===== src/design/rti_pkg.sv =====
`timescale 1ns / 1ps
package rti_pkg;

  typedef logic signed [15:0] coord_t;

  typedef struct packed {
    coord_t x;
    coord_t y;
    coord_t z;
  } vec_t;

  typedef struct packed {
    vec_t v0;
    vec_t v1;
    vec_t v2;
  } tri_t;

  typedef struct packed {
    vec_t origin;
    vec_t dir;
  } ray_t;

  // triple products in 2^-24 units
  typedef struct packed {
    logic signed [53:0] det;
    logic signed [53:0] un;
    logic signed [53:0] vn;
    logic signed [53:0] tn;
  } sums_t;

  // long division state for t, u and v
  typedef struct packed {
    logic        hit;
    logic        tneg;
    logic        tsat;
    logic [53:0] den;
    logic [53:0] rt;
    logic [53:0] ru;
    logic [53:0] rv;
    logic [31:0] xt;
    logic [31:0] qt;
    logic [17:0] xu;
    logic [17:0] xv;
    logic [17:0] qu;
    logic [17:0] qv;
  } div_t;

  localparam logic [2:0] REG_ORIGIN_X = 3'd0;
  localparam logic [2:0] REG_ORIGIN_Y = 3'd1;
  localparam logic [2:0] REG_ORIGIN_Z = 3'd2;
  localparam logic [2:0] REG_DIR_X    = 3'd3;
  localparam logic [2:0] REG_DIR_Y    = 3'd4;
  localparam logic [2:0] REG_DIR_Z    = 3'd5;
  localparam logic [2:0] REG_EPSILON  = 3'd6;

endpackage


===== src/design/rti_cls.sv =====
`timescale 1ns / 1ps
module rti_cls (
  input  logic           clk,
  input  logic           rst,
  input  logic           in_valid,
  input  rti_pkg::sums_t sums,
  input  logic [19:0]    epsilon,
  output logic           out_valid,
  output rti_pkg::div_t  dv
);
  import rti_pkg::*;

  logic ve, vf, vg;
  logic signed [53:0] det_e, un_e, vn_e, tn_e;
  logic        hit_f, tneg_f;
  logic [53:0] den_f, un_f, vn_f, tmag_f;
  logic        neg;
  logic signed [54:0] uv_sum;
  logic        det_ok, u_ok, v_ok;
  logic        tsat;

  always_ff @(posedge clk) begin
    if (rst) begin
      ve <= 1'b0;
      vf <= 1'b0;
      vg <= 1'b0;
    end else begin
      ve <= in_valid;
      vf <= ve;
      vg <= vf;
    end
  end

  // two-sided: fold a non-positive determinant
  assign neg = (sums.det <= 54'sd0);

  always_ff @(posedge clk) begin
    det_e <= neg ? -sums.det : sums.det;
    un_e  <= neg ? -sums.un  : sums.un;
    vn_e  <= neg ? -sums.vn  : sums.vn;
    tn_e  <= neg ? -sums.tn  : sums.tn;
  end

  assign uv_sum = 55'(un_e) + 55'(vn_e);
  assign det_ok = (det_e != 54'sd0) && ($unsigned(det_e) >= 54'(epsilon));
  assign u_ok   = !un_e[53] && (un_e <= det_e);
  assign v_ok   = !vn_e[53] && (uv_sum <= 55'(det_e));

  always_ff @(posedge clk) begin
    hit_f  <= det_ok && u_ok && v_ok;
    tneg_f <= tn_e[53];
    den_f  <= $unsigned(det_e);
    un_f   <= $unsigned(un_e);
    vn_f   <= $unsigned(vn_e);
    tmag_f <= tn_e[53] ? $unsigned(-tn_e) : $unsigned(tn_e);
  end

  // quotient of 2^31 or more saturates
  assign tsat = {15'd0, tmag_f} >= {den_f, 15'd0};

  always_ff @(posedge clk) begin
    dv.hit  <= hit_f;
    dv.tneg <= tneg_f;
    dv.tsat <= tsat;
    dv.den  <= den_f;
    dv.rt   <= {15'd0, tmag_f[53:15]};
    dv.xt   <= {tmag_f[14:0], 17'd0};
    dv.qt   <= '0;
    dv.ru   <= {1'b0, un_f[53:1]};
    dv.xu   <= {un_f[0], 17'd0};
    dv.qu   <= '0;
    dv.rv   <= {1'b0, vn_f[53:1]};
    dv.xv   <= {vn_f[0], 17'd0};
    dv.qv   <= '0;
  end

  assign out_valid = vg;

endmodule


===== config.mk =====
export PLATFORM = sky130hd
export DESIGN_NAME = rti_cls
export DESIGN_NICKNAME = d
export VERILOG_FILES = /design/src/design/rti_pkg.sv /design/src/design/rti_cls.sv
export SDC_FILE = /design/constraint.sdc
export NUM_CORES = 1
export LEC_CHECK = 0
export BUFFER_PORTS_ARGS = -buffer_cell sky130_fd_sc_hd__clkbuf_2
export CAP_MARGIN = 30
export CORE_MARGIN = 4
export CORE_UTILIZATION = 54
export DETAILED_ROUTE_END_ITERATION = 7
export GPL_ROUTABILITY_DRIVEN = 1
export GPL_TIMING_DRIVEN = 0
export PLACE_DENSITY = 0.77
export SLEW_MARGIN = 20
export SYNTH_ARGS = -nofsm -noshare
export SYNTH_HDL_FRONTEND = slang
export SYNTH_SLANG_ARGS = --single-unit

===== constraint.sdc =====
create_clock -name clk -period 6.9 [get_ports clk]
set_input_delay 1.38 -clock clk [delete_from_list [all_inputs] [get_ports clk]]
set_output_delay 1.38 -clock clk [all_outputs]
set_load 0.05 [all_outputs]

==> results.yml, run 1 <==
run_status:
  status: "complete, no violations"
layout:
  mostFrequentLayoutCells: "dfxtp_1, clkbuf_2, xnor2_1, ha_1, inv_1"
  area_growth_pct: 21.8
  final_nets: 3695
  drive_gt1_share_pct: 23.0
  mostFrequentLayoutCell: "dfxtp_1"
synth:
  ys_seq_area_share_pct: 49.3
  yosysUniqueCellTypes: 69
  synthAdderAreaFrac_pct: 10.7
  synthesis.area_sq_mm: 0.0266
  ys.flop_type: "dfxtp_1"
  synth_compound_area_share_pct: 12.4
  synth_area_per_cell_sq_um: 10.4
  synth_mux_area_share_pct: 0
  synthArstFlopShare_pct: 0
  synth_edf_count: 0
  ys.warnings.count: 0
  synth_cells: 2561
  yosysTopAreaCellShare_pct: 49.3
  synth_top_family_by_area: "compound AO/OA/AOI/OAI gates"
  synth-seq-cells: 656
  synth-xor-area-share_pct: 10.2
  yosysTopAreaCell: "dfxtp_1"
  synth.area.top_cells: "dfxtp_1, ha_1, xnor2_1, buf_4, a21oi_1"
  synth-simple-area-share_pct: 10.4
grt:
  track_usage_pct: 31.3
  grt_pass1_wl_um: 126000
  grt.overflow.total: 0
  grt_max_degree: 16
  grt_pass1_vias: 21300
  antenna_found_initial: 8
timing:
  grt_setup_unrepaired: "false"
  tns_ns: 0
  post-route-min-period_ns: 6.44
  worstMarginPinSlew_ns: 1.03
  drv_slew: 0
  setup_viol: 0
  fmax_ghz: 0.155
  whs_ns: 0.317
  hold_viol_final: 0
  slew_headroom_pct: 30.2
  finalClockSkew_ns: 0.0243
  fin_crit_sh_pct: 93.4
setup_path:
  startpoint: "vn_e[0]"
  ff2ff_path_depth: 26
  rr_startpoint: "vn_e[0]"
  reg2reg_setup_slack_ns: 0.46
  end_kind: "register"
  crit_required_ns: 7.36
  cp-endpoint: "hit_f"
  cp_max_fo: 4
  timing.rr.end: "hit_f"
  crit_arrival_ns: 6.91
  cp-start-kind: "register"
  path_class: "reg2reg"
die:
  start_util_pct: 54.5
  die_area_sq_mm: 0.0529
  io_pins: 595
  core_sq_mm: 0.0488
  die_w_um: 230
  die_h_um: 230
  num_rows: 81
clocking:
  hold_buffers: 0
  clk_latency_ns: 0.61
  cts-root-buf: "clkbuf_16"
  cts_resized: 0
  cts_tree: "built"
  clk_pin_slew_ns: 0.06
  post-cts-setup-buffers: 0
  clockBufferDepth: 3
  cts_buffers: 67
  htreeDepth: 3
  cts.sinks: 656
routing:
  vias: 21100
  postRouteWirelength_um: 85700
  ant_nets: 0
  drtPass1Iterations: 5
  post_drt_wl_per_cell_um: 21.7
  drt-initial-drc-count: 1474
  drc: 0
  vias_per_cell: 5.36
power_and_ir_drop:
  power_leakage_nw: 15.2
  cellPowerDensity_mw_per_mm2: 334
  vdd_drop_max_uv: 197
placement:
  hpwl_um: 69800
  gp_congestion: 0.941
  io_buffers: 458
min_path:
  hold_class: "reg2reg"
flow_run:
  maxCapViolations: 0
[per-stage QoR]
stage | cells | utilization [%] | cell area (sq um) | setup WS, ns | total power [mW]
final | 3947 | 66.4 | 32400 | 0.457 | 10.8
after CTS | 3934 | 66.3 | 32400 | 0.594 | 10.8
after detailed placement | 3821 | 62.0 | 30300 | 0.610 | 7.38
after global routing | 3942 | 66.4 | 32400 | 0.199 | 11.3
after global placement | 3818 | 61.9 | 30300 | 0.622 | 7.31
after floorplan | 2696 | - | 27100 | 1.98 | 6.55
[worst min-delay path by stage]
stage	startpoint	to	slack (ns)	cells after the start
after CTS	un_f[51]	dv[240]	0.32	0
after global placement	tneg_f	dv[353]	0.31	0
after detailed placement	vn_f[48]	dv[183]	0.31	0
after floorplan	vn_f[1]	dv[136]	0.31	0
final	un_f[51]	dv[240]	0.32	0
after global routing	vn_f[6]	dv[141]	0.33	0
[synthesized netlist by cell type, types with 31 or more instances]
| cell | number |
|---|---|
| dfxtp_1 | 656 |
| xnor2_1 | 262 |
| ha_1 | 227 |
| inv_1 | 154 |
| buf_4 | 142 |
| a21oi_1 | 125 |
| nand2_1 | 121 |
| o21ai_0 | 108 |
| a21o_1 | 78 |
| nor2_1 | 75 |
| o31ai_1 | 75 |
| nand4_1 | 48 |
| xor2_1 | 47 |
| nor3_1 | 44 |
| nand3_1 | 42 |
| nor4_1 | 37 |
| nand2b_1 | 31 |
[sequential cells by signal, indices dropped and copies added (netlist names)]
signal     flops
un_e          54
vf             1
hit_f          1
un_f          54
vn_f          54
tn_e          54
vn_e          54
out_valid      1
den_f         54
det_e         54
dv           219
tneg_f         1
tmag_f        54
ve             1
[power by group]
part           internal (mW)  total, mW  switching (mW)  leakage [nW]
registers               4.27       4.60           0.337          5.53
logic                  0.944       2.74            1.80          8.59
clock network           1.97       3.49            1.51          1.03
[cell families (layout without fill, tap and decap cells)]
kind of cell             Yosys count  count (layout)
AO/OA/AOI/OAI                    512             512
XOR/XNOR                         309             309
adder cells (fa/ha/maj)          228             228
buffers and inverters            332             908
flip-flops                       656             656
other                              1             147
AND/OR/NAND/NOR                  523             523
[worst max-delay path, cell delays in order (launching register included)]
cell and delay, ns:
dfxtp_1 0.45, ha_1 0.25, inv_1 0.07, fa_1 0.40
nand2b_1 0.19, a21oi_1 0.24, o2111ai_1 0.19, nand2_1 0.17
o21ai_0 0.25, o41a_1 0.48, a31o_2 0.31, a21oi_1 0.39
a41oi_1 0.35, a31o_2 0.33, xnor2_1 0.12, ha_1 0.30
a21oi_1 0.15, nor2b_1 0.05, o21ai_0 0.15, nand2b_1 0.09
a221oi_1 0.44, o22ai_1 0.15, a211oi_1 0.21, a21boi_0 0.25
xnor2_1 0.09, a31oi_1 0.16, nor3_1 0.06
[final cells by class]
class	instances	area, sq um
Multi-Input combinational cell	1708	12100
Clock buffer	87	1830
Fill cell	3945	16400
Inverter	155	582
Sequential cell	656	13100
Clock inverter	26	283
Antenna cell	11	27.5
Buffer	177	1280
Timing Repair Buffer	463	2330
Tap cell	664	831
[layer usage]
metal	vias to the layer above	global-route usage (%)	share of wire [%]	wire length (um)
met1	10000	37.8	40	34000
li1	10000	-	-	-
met4	2	12.2	3.8	3250
met5	-	0	0.013	11
met3	181	6.00	7.1	6080
met2	883	55.1	49	42300
Note: power is estimated with default switching activity, not from simulation.
==> run 2: changes to the inputs <==
ABC_AREA = 1   (was not set)
CORE_UTILIZATION = 56   (was 54)
PLACE_DENSITY = 0.79   (was 0.77)
==> run 2 against run 1 <==
  * First-iteration DRC count rose by 100%
  * Largest power group unchanged
  * Via count grew 38%
  * Critical path depth fell by 5
  * Highest routed layer unchanged
==> results.yml, run 2 <==
grt:
  track_usage_pct: 38.9
  grt.overflow.total: 0
  antenna_found_initial: 9
  grt_pass1_vias: 27700
  grt_max_degree: 17
  grt_pass1_wl_um: 172000
die:
  die_area_sq_mm: 0.0593
  core_sq_mm: 0.0550
  num_rows: 86
  io_pins: 595
  die_h_um: 243
  die_w_um: 243
  start_util_pct: 56.5
setup_path:
  end_kind: "register"
  crit_arrival_ns: 5.11
  path_class: "reg2reg"
  crit_required_ns: 7.41
  cp-start-kind: "register"
  cp_max_fo: 4
routing:
  ant_nets: 0
  drt-initial-drc-count: 2968
  vias: 29200
  post_drt_wl_per_cell_um: 22.1
  vias_per_cell: 5.37
  postRouteWirelength_um: 120000
  drtPass1Iterations: 7
  drc: 0
power_and_ir_drop:
  p_seq_share_pct: 39.6
  p_int_mw: 7.39
  share_comb_of_total_power_pct: 26.8
  vdd_drop_max_uv: 230
  cellPowerDensity_mw_per_mm2: 312
  power_leakage_nw: 18.7
  p_clk_share_pct: 33.5
  p_sw_share_pct: 36.3
  power_mw: 11.6
  switchingPower_mw: 4.22
synth:
  synth.most_common_cell: "nand2_1"
  synth_common_cells: "nand2_1, dfxtp_1, inv_1"
  synthesis.area_sq_mm: 0.0311
  yosysTopAreaCellShare_pct: 42.3
  yosysUniqueCellTypes: 44
  yosysTopAreaCell: "dfxtp_1"
  synthArstFlopShare_pct: 0
  synth.area.top_cells: "dfxtp_1, nand2_1, ha_1, inv_1, nor2_1"
  ys.warnings.count: 0
  synth-seq-cells: 656
  synth_area_per_cell_sq_um: 7.83
  ys_seq_area_share_pct: 42.3
  ys.flop_type: "dfxtp_1"
  synth_cells: 3967
  synth_edf_count: 0
layout:
  finalNonFillerCells: 5435
  final_nets: 5096
  mostFrequentLayoutCells: "nand2_1, dfxtp_1, inv_1, nor2_1, clkbuf_2"
  area_growth_pct: 19.7
  regMostFlops: "dv"
  fin_util_pct: 67.6
  mostFrequentLayoutCell: "nand2_1"
  final_area_sq_mm: 0.0372
  n_fill_cell: 4707
  drive_gt1_share_pct: 16.3
  largest_reg_flops: 219
timing:
  fin_crit_sh_pct: 66.7
  finalClockSkew_ns: 0.0224
  slew_headroom_pct: 25.4
  layout_setup_ws_ns: 2.30
  grt_setup_unrepaired: "false"
  fmax_ghz: 0.217
  drv_slew: 0
  setup_viol: 0
  whs_ns: 0.323
  post-route-min-period_ns: 4.60
  tns_ns: 0
  worstMarginPinSlew_ns: 1.12
  hold_viol_final: 0
clocking:
  clockBufferDepth: 3
  cts_buffers: 67
  hold_buffers: 0
  cts_resized: 0
  post-cts-setup-buffers: 0
  clk_pin_slew_ns: 0.06
  cts-root-buf: "clkbuf_16"
  clk_latency_ns: 0.63
  cts.sinks: 656
  cts_tree: "built"
  htreeDepth: 3
flow_run:
  maxCapViolations: 0
placement:
  place_inst: 5308
  pre_cts_slack_ns: 2.47
  io_buffers: 458
  place_area_sq_mm: 0.0348
  hpwl_um: 99900
  gp_congestion: 1.05
run_status:
  status: "complete, no violations"
min_path:
  hold_class: "reg2reg"
run 2: changes by cell type after synthesis, moves of 30 or more:
| cell | previous run | this run |
|---|---|---|
| a21o_1 | 78 | 15 |
| xor2_1 | 47 | 212 |
| nand2b_1 | 31 | 0 |
| nor2_1 | 75 | 503 |
| nand4_1 | 48 | 89 |
| xnor2_1 | 262 | 76 |
| nand3_1 | 42 | 193 |
| o41ai_1 | 30 | 0 |
| o31ai_1 | 75 | 24 |
| inv_1 | 154 | 542 |
| nand2_1 | 121 | 763 |
run 2: cells by family after synthesis:
group,count (synthesis),share of synthesized area (%)
fa+ha+maj,228,9.21
buf+inv,717,10.5
xor+xnor,288,8.12
other cells,1,0.0121
simple gates,1704,23.2
compound gates,373,6.59
flops,656,42.3
run 2: power groups by stage:
stage | clock network [mW] | registers (mW) | logic (mW)
6_report | 3.89 | 4.60 | 3.11
5_1_grt | 4.05 | 4.62 | 3.34
4_1_cts | 3.90 | 4.58 | 3.04
3_5_place_dp | 0 | 4.65 | 3.02
3_3_place_gp | 0 | 4.65 | 2.98
2_1_floorplan | 0 | 5.02 | 1.60
run 2: final timing paths:
kind	end	start	slack (ns)	cells past startpoint
worst max-delay path	hit_f	un_e[0]	2.30	21
worst min-delay path	dv[162]	vn_f[27]	0.32	0
worst max register to register	hit_f	un_e[0]	2.30	21
worst min register to register	dv[162]	vn_f[27]	0.32	0
run 2: layer usage:
metal  share of wire [%]  vias up  routed length, um  GRT usage (%)
met5               0.020        -                 24              0
met4                 4.5        4               5360           15.6
met3                  11      274              12700           9.43
met2                  43     1563              51700           60.1
met1                  42    13600              50200           52.6
li1                    -    13800                  -              -
run 2: area by class of cell:
| class | count | area (sq um) | share of cell area, % |
|---|---|---|---|
| Clock inverter | 41 | 556 | 1.49 |
| Antenna cell | 6 | 15.0 | 0.0404 |
| Multi-Input combinational cell | 2729 | 15200 | 40.8 |
| Timing Repair Buffer | 458 | 2290 | 6.16 |
| Sequential cell | 656 | 13100 | 35.3 |
| Buffer | 169 | 1220 | 3.27 |
| Inverter | 548 | 2060 | 5.53 |
| Clock buffer | 80 | 1830 | 4.91 |
| Tap cell | 748 | 936 | 2.52 |
run 2: worst max-delay path, cell delays in order (launching register included):
cell     delay, ns
dfxtp_1       0.40
ha_1          0.26
inv_1         0.10
fa_1          0.43
inv_1         0.15
nand3_1       0.08
nand2_1       0.16
a21oi_1       0.21
o21ai_0       0.63
nand3_1       0.23
nand3_1       0.17
xor2_1        0.25
ha_1          0.31
a21oi_1       0.16
o21ai_0       0.10
a21oi_1       0.13
and2_0        0.23
nand3_1       0.10
nand2_1       0.07
nand2_1       0.04
nor2_1        0.17
nor2_1        0.08
==> run 3: changes to the inputs <==
ABC_AREA = 0   (was 1)
CORE_UTILIZATION = 54   (was 56)
PLACE_DENSITY = 0.78   (was 0.79)
clock period = 4.3 ns   (was 6.9 ns; I/O delays follow)
==> run 3 against run 2 <==
  * The flow now finishes with violations (setup timing)
  * Cell count is 27% lower
  * Clock power is 46% higher
  * Flip-flop and latch count stayed put
  * Sequential share of layout area is 4.9 points higher
  * Clock skew is 0.011 ns lower
  * Non-clock buffer count is 19 higher
  * Clock-buffer cell count is 1 lower
  * First-iteration DRC count is 52% lower
  * Maximum frequency is 8.7% lower
  * Combinational power is 45% higher
  * Critical path depth is 5 higher
  * Via count is 27% lower
  * Critical endpoint unchanged
  * Largest cell class is now registers
==> results.yml, run 3 (synthesized netlist as in run 1, its figures left out) <==
die:
  die_area_sq_mm: 0.0529
  num_rows: 81
  io_pins: 595
  start_util_pct: 54.5
  die_h_um: 230
  core_sq_mm: 0.0488
  die_w_um: 230
timing:
  post-route-min-period_ns: 5.04
  finalClockSkew_ns: 0.0115
  slew_headroom_pct: 36.9
  tns_ns: -0.738
  fin_crit_sh_pct: 117
  hold_viol_final: 0
  setup_viol: 1
  drv_slew: 0
  layout_setup_ws_ns: -0.738
  fmax_ghz: 0.198
  worstMarginPinSlew_ns: 0.939
  grt_setup_unrepaired: "true"
power_and_ir_drop:
  switchingPower_mw: 5.88
  p_int_mw: 11.7
  share_comb_of_total_power_pct: 25.7
  p_seq_share_pct: 42.0
  p_sw_share_pct: 33.5
  p_clk_share_pct: 32.3
  vdd_drop_max_uv: 356
  cellPowerDensity_mw_per_mm2: 537
  power_leakage_nw: 15.2
routing:
  drt-initial-drc-count: 1428
  drtPass1Iterations: 6
  vias: 21200
  drc: 0
  ant_nets: 0
  post_drt_wl_per_cell_um: 21.5
  postRouteWirelength_um: 85100
  vias_per_cell: 5.36
run_status:
  violations: "setup timing"
  status: "finished with violations"
layout:
  mostFrequentLayoutCells: "dfxtp_1, clkbuf_2, xnor2_1, ha_1"
  largest_reg_flops: 219
  drive_gt1_share_pct: 24.3
  area_growth_pct: 22.8
  mostFrequentLayoutCell: "dfxtp_1"
  fin_util_pct: 66.9
  final_area_sq_mm: 0.0327
  regMostFlops: "dv"
  final_nets: 3695
  finalNonFillerCells: 3950
grt:
  grt_pass1_wl_um: 125000
  antenna_found_initial: 7
  grt_max_degree: 17
  grt_pass1_vias: 21600
  track_usage_pct: 30.7
  grt.overflow.total: 0
clocking:
  hold_buffers: 0
  cts-root-buf: "clkbuf_16"
  clk_pin_slew_ns: 0.07
  cts_tree: "built"
  clockBufferDepth: 3
  clk_latency_ns: 0.62
  htreeDepth: 2
  cts_buffers: 61
  cts.sinks: 656
setup_path:
  timing.rr.end: "hit_f"
  rr_startpoint: "un_e[0]"
  path_class: "reg2reg"
  crit_required_ns: 4.79
  startpoint: "un_e[0]"
  reg2reg_setup_slack_ns: -0.74
  cp_max_fo: 4
  crit_arrival_ns: 5.53
  cp-start-kind: "register"
  end_kind: "register"
  ff2ff_path_depth: 26
min_path:
  hold_depth: 0
  min-delay-start: "vn_f[5]"
  hold_path_end: "dv[140]"
  hold_class: "reg2reg"
flow_run:
  maxCapViolations: 0
placement:
  gp_congestion: 0.998
  place_area_sq_mm: 0.0303
  place_inst: 3818
  io_buffers: 458
  hpwl_um: 68700
==> run 3: cell count changes in the layout (fill, tap and decap cells not counted), moves of 151 or more <==
cell and change:
inv_1 -389, nand2_1 -643, nand3_1 -151, nor2_1 -428
xnor2_1 +185, xor2_1 -165
==> run 3: cell type report <==
class | instances | area [sq um]
Tap cell | 664 | 831
Timing Repair Buffer | 470 | 2380
Antenna cell | 8 | 20.0
Clock inverter | 34 | 424
Fill cell | 3908 | 16200
Inverter | 155 | 582
Buffer | 176 | 1280
Multi-Input combinational cell | 1708 | 12300
Sequential cell | 656 | 13100
Clock buffer | 79 | 1720
==> run 3: power groups by stage <==
| stage | Combinational (mW) | Clock, mW | Sequential [mW] |
|---|---|---|---|
| 3_5_place_dp | 4.36 | 0 | 7.49 |
| 3_3_place_gp | 4.25 | 0 | 7.49 |
| 5_1_grt | 4.89 | 6.00 | 7.43 |
| 2_1_floorplan | 2.36 | 0 | 8.18 |
| 4_1_cts | 4.47 | 5.73 | 7.37 |
| 6_report | 4.51 | 5.67 | 7.38 |
==> run 3: what timing repair did <==
action,CTS,global route
buffers inserted,9,2
setup endpoints to repair,1,18
endpoints found under the hold margin,0,0
pin swaps,21,9
gates resized for setup,23,6
==> run 3: layer usage <==
layer,GRT usage [%],up-vias,share of wire (%)
li1,-,10100,-
met1,37.4,10000,40
met2,54.7,898,49
met3,5.64,168,7.1
met4,10.6,0,3.4
met5,0,-,0
==> run 3: worst max-delay path, cell delays in order (launching register included) <==
cell       delay [ns]
dfxtp_4          0.37
ha_4             0.14
inv_2            0.04
fa_2             0.34
nand2b_4         0.16
a21oi_4          0.15
o2111ai_2        0.16
nand2_2          0.14
o21ai_4          0.07
o41a_1           0.43
a31o_4           0.27
a21oi_4          0.19
a41oi_2          0.16
a31o_2           0.31
xnor2_2          0.14
ha_1             0.33
a21oi_2          0.15
nor2b_1          0.06
o21ai_1          0.12
nand2b_1         0.08
a221oi_2         0.29
o22ai_1          0.12
a211oi_2         0.18
a21boi_2         0.20
xnor2_1          0.08
a31oi_1          0.16
nor3_1           0.06
==> run 3: worst max-delay path by stage <==
stage	to	slack [ns]	depth (start not counted)
after floorplan	hit_f	-0.27	26
after global placement	hit_f	-1.13	26
after detailed placement	hit_f	-1.24	22
after CTS	hit_f	-0.71	26
after global routing	hit_f	-0.94	26
final	hit_f	-0.74	26
==> run 3: per-stage QoR <==
stage | hold slack (ns) | total power [mW] | worst slack (ns)
finish | 0.322 | 17.6 | -0.738
global route | 0.317 | 18.3 | -0.940
CTS | 0.322 | 17.6 | -0.709
detailed placement | 0.312 | 11.9 | -1.24
global placement | 0.312 | 11.7 | -1.13
floorplan | 0.310 | 10.5 | -0.273
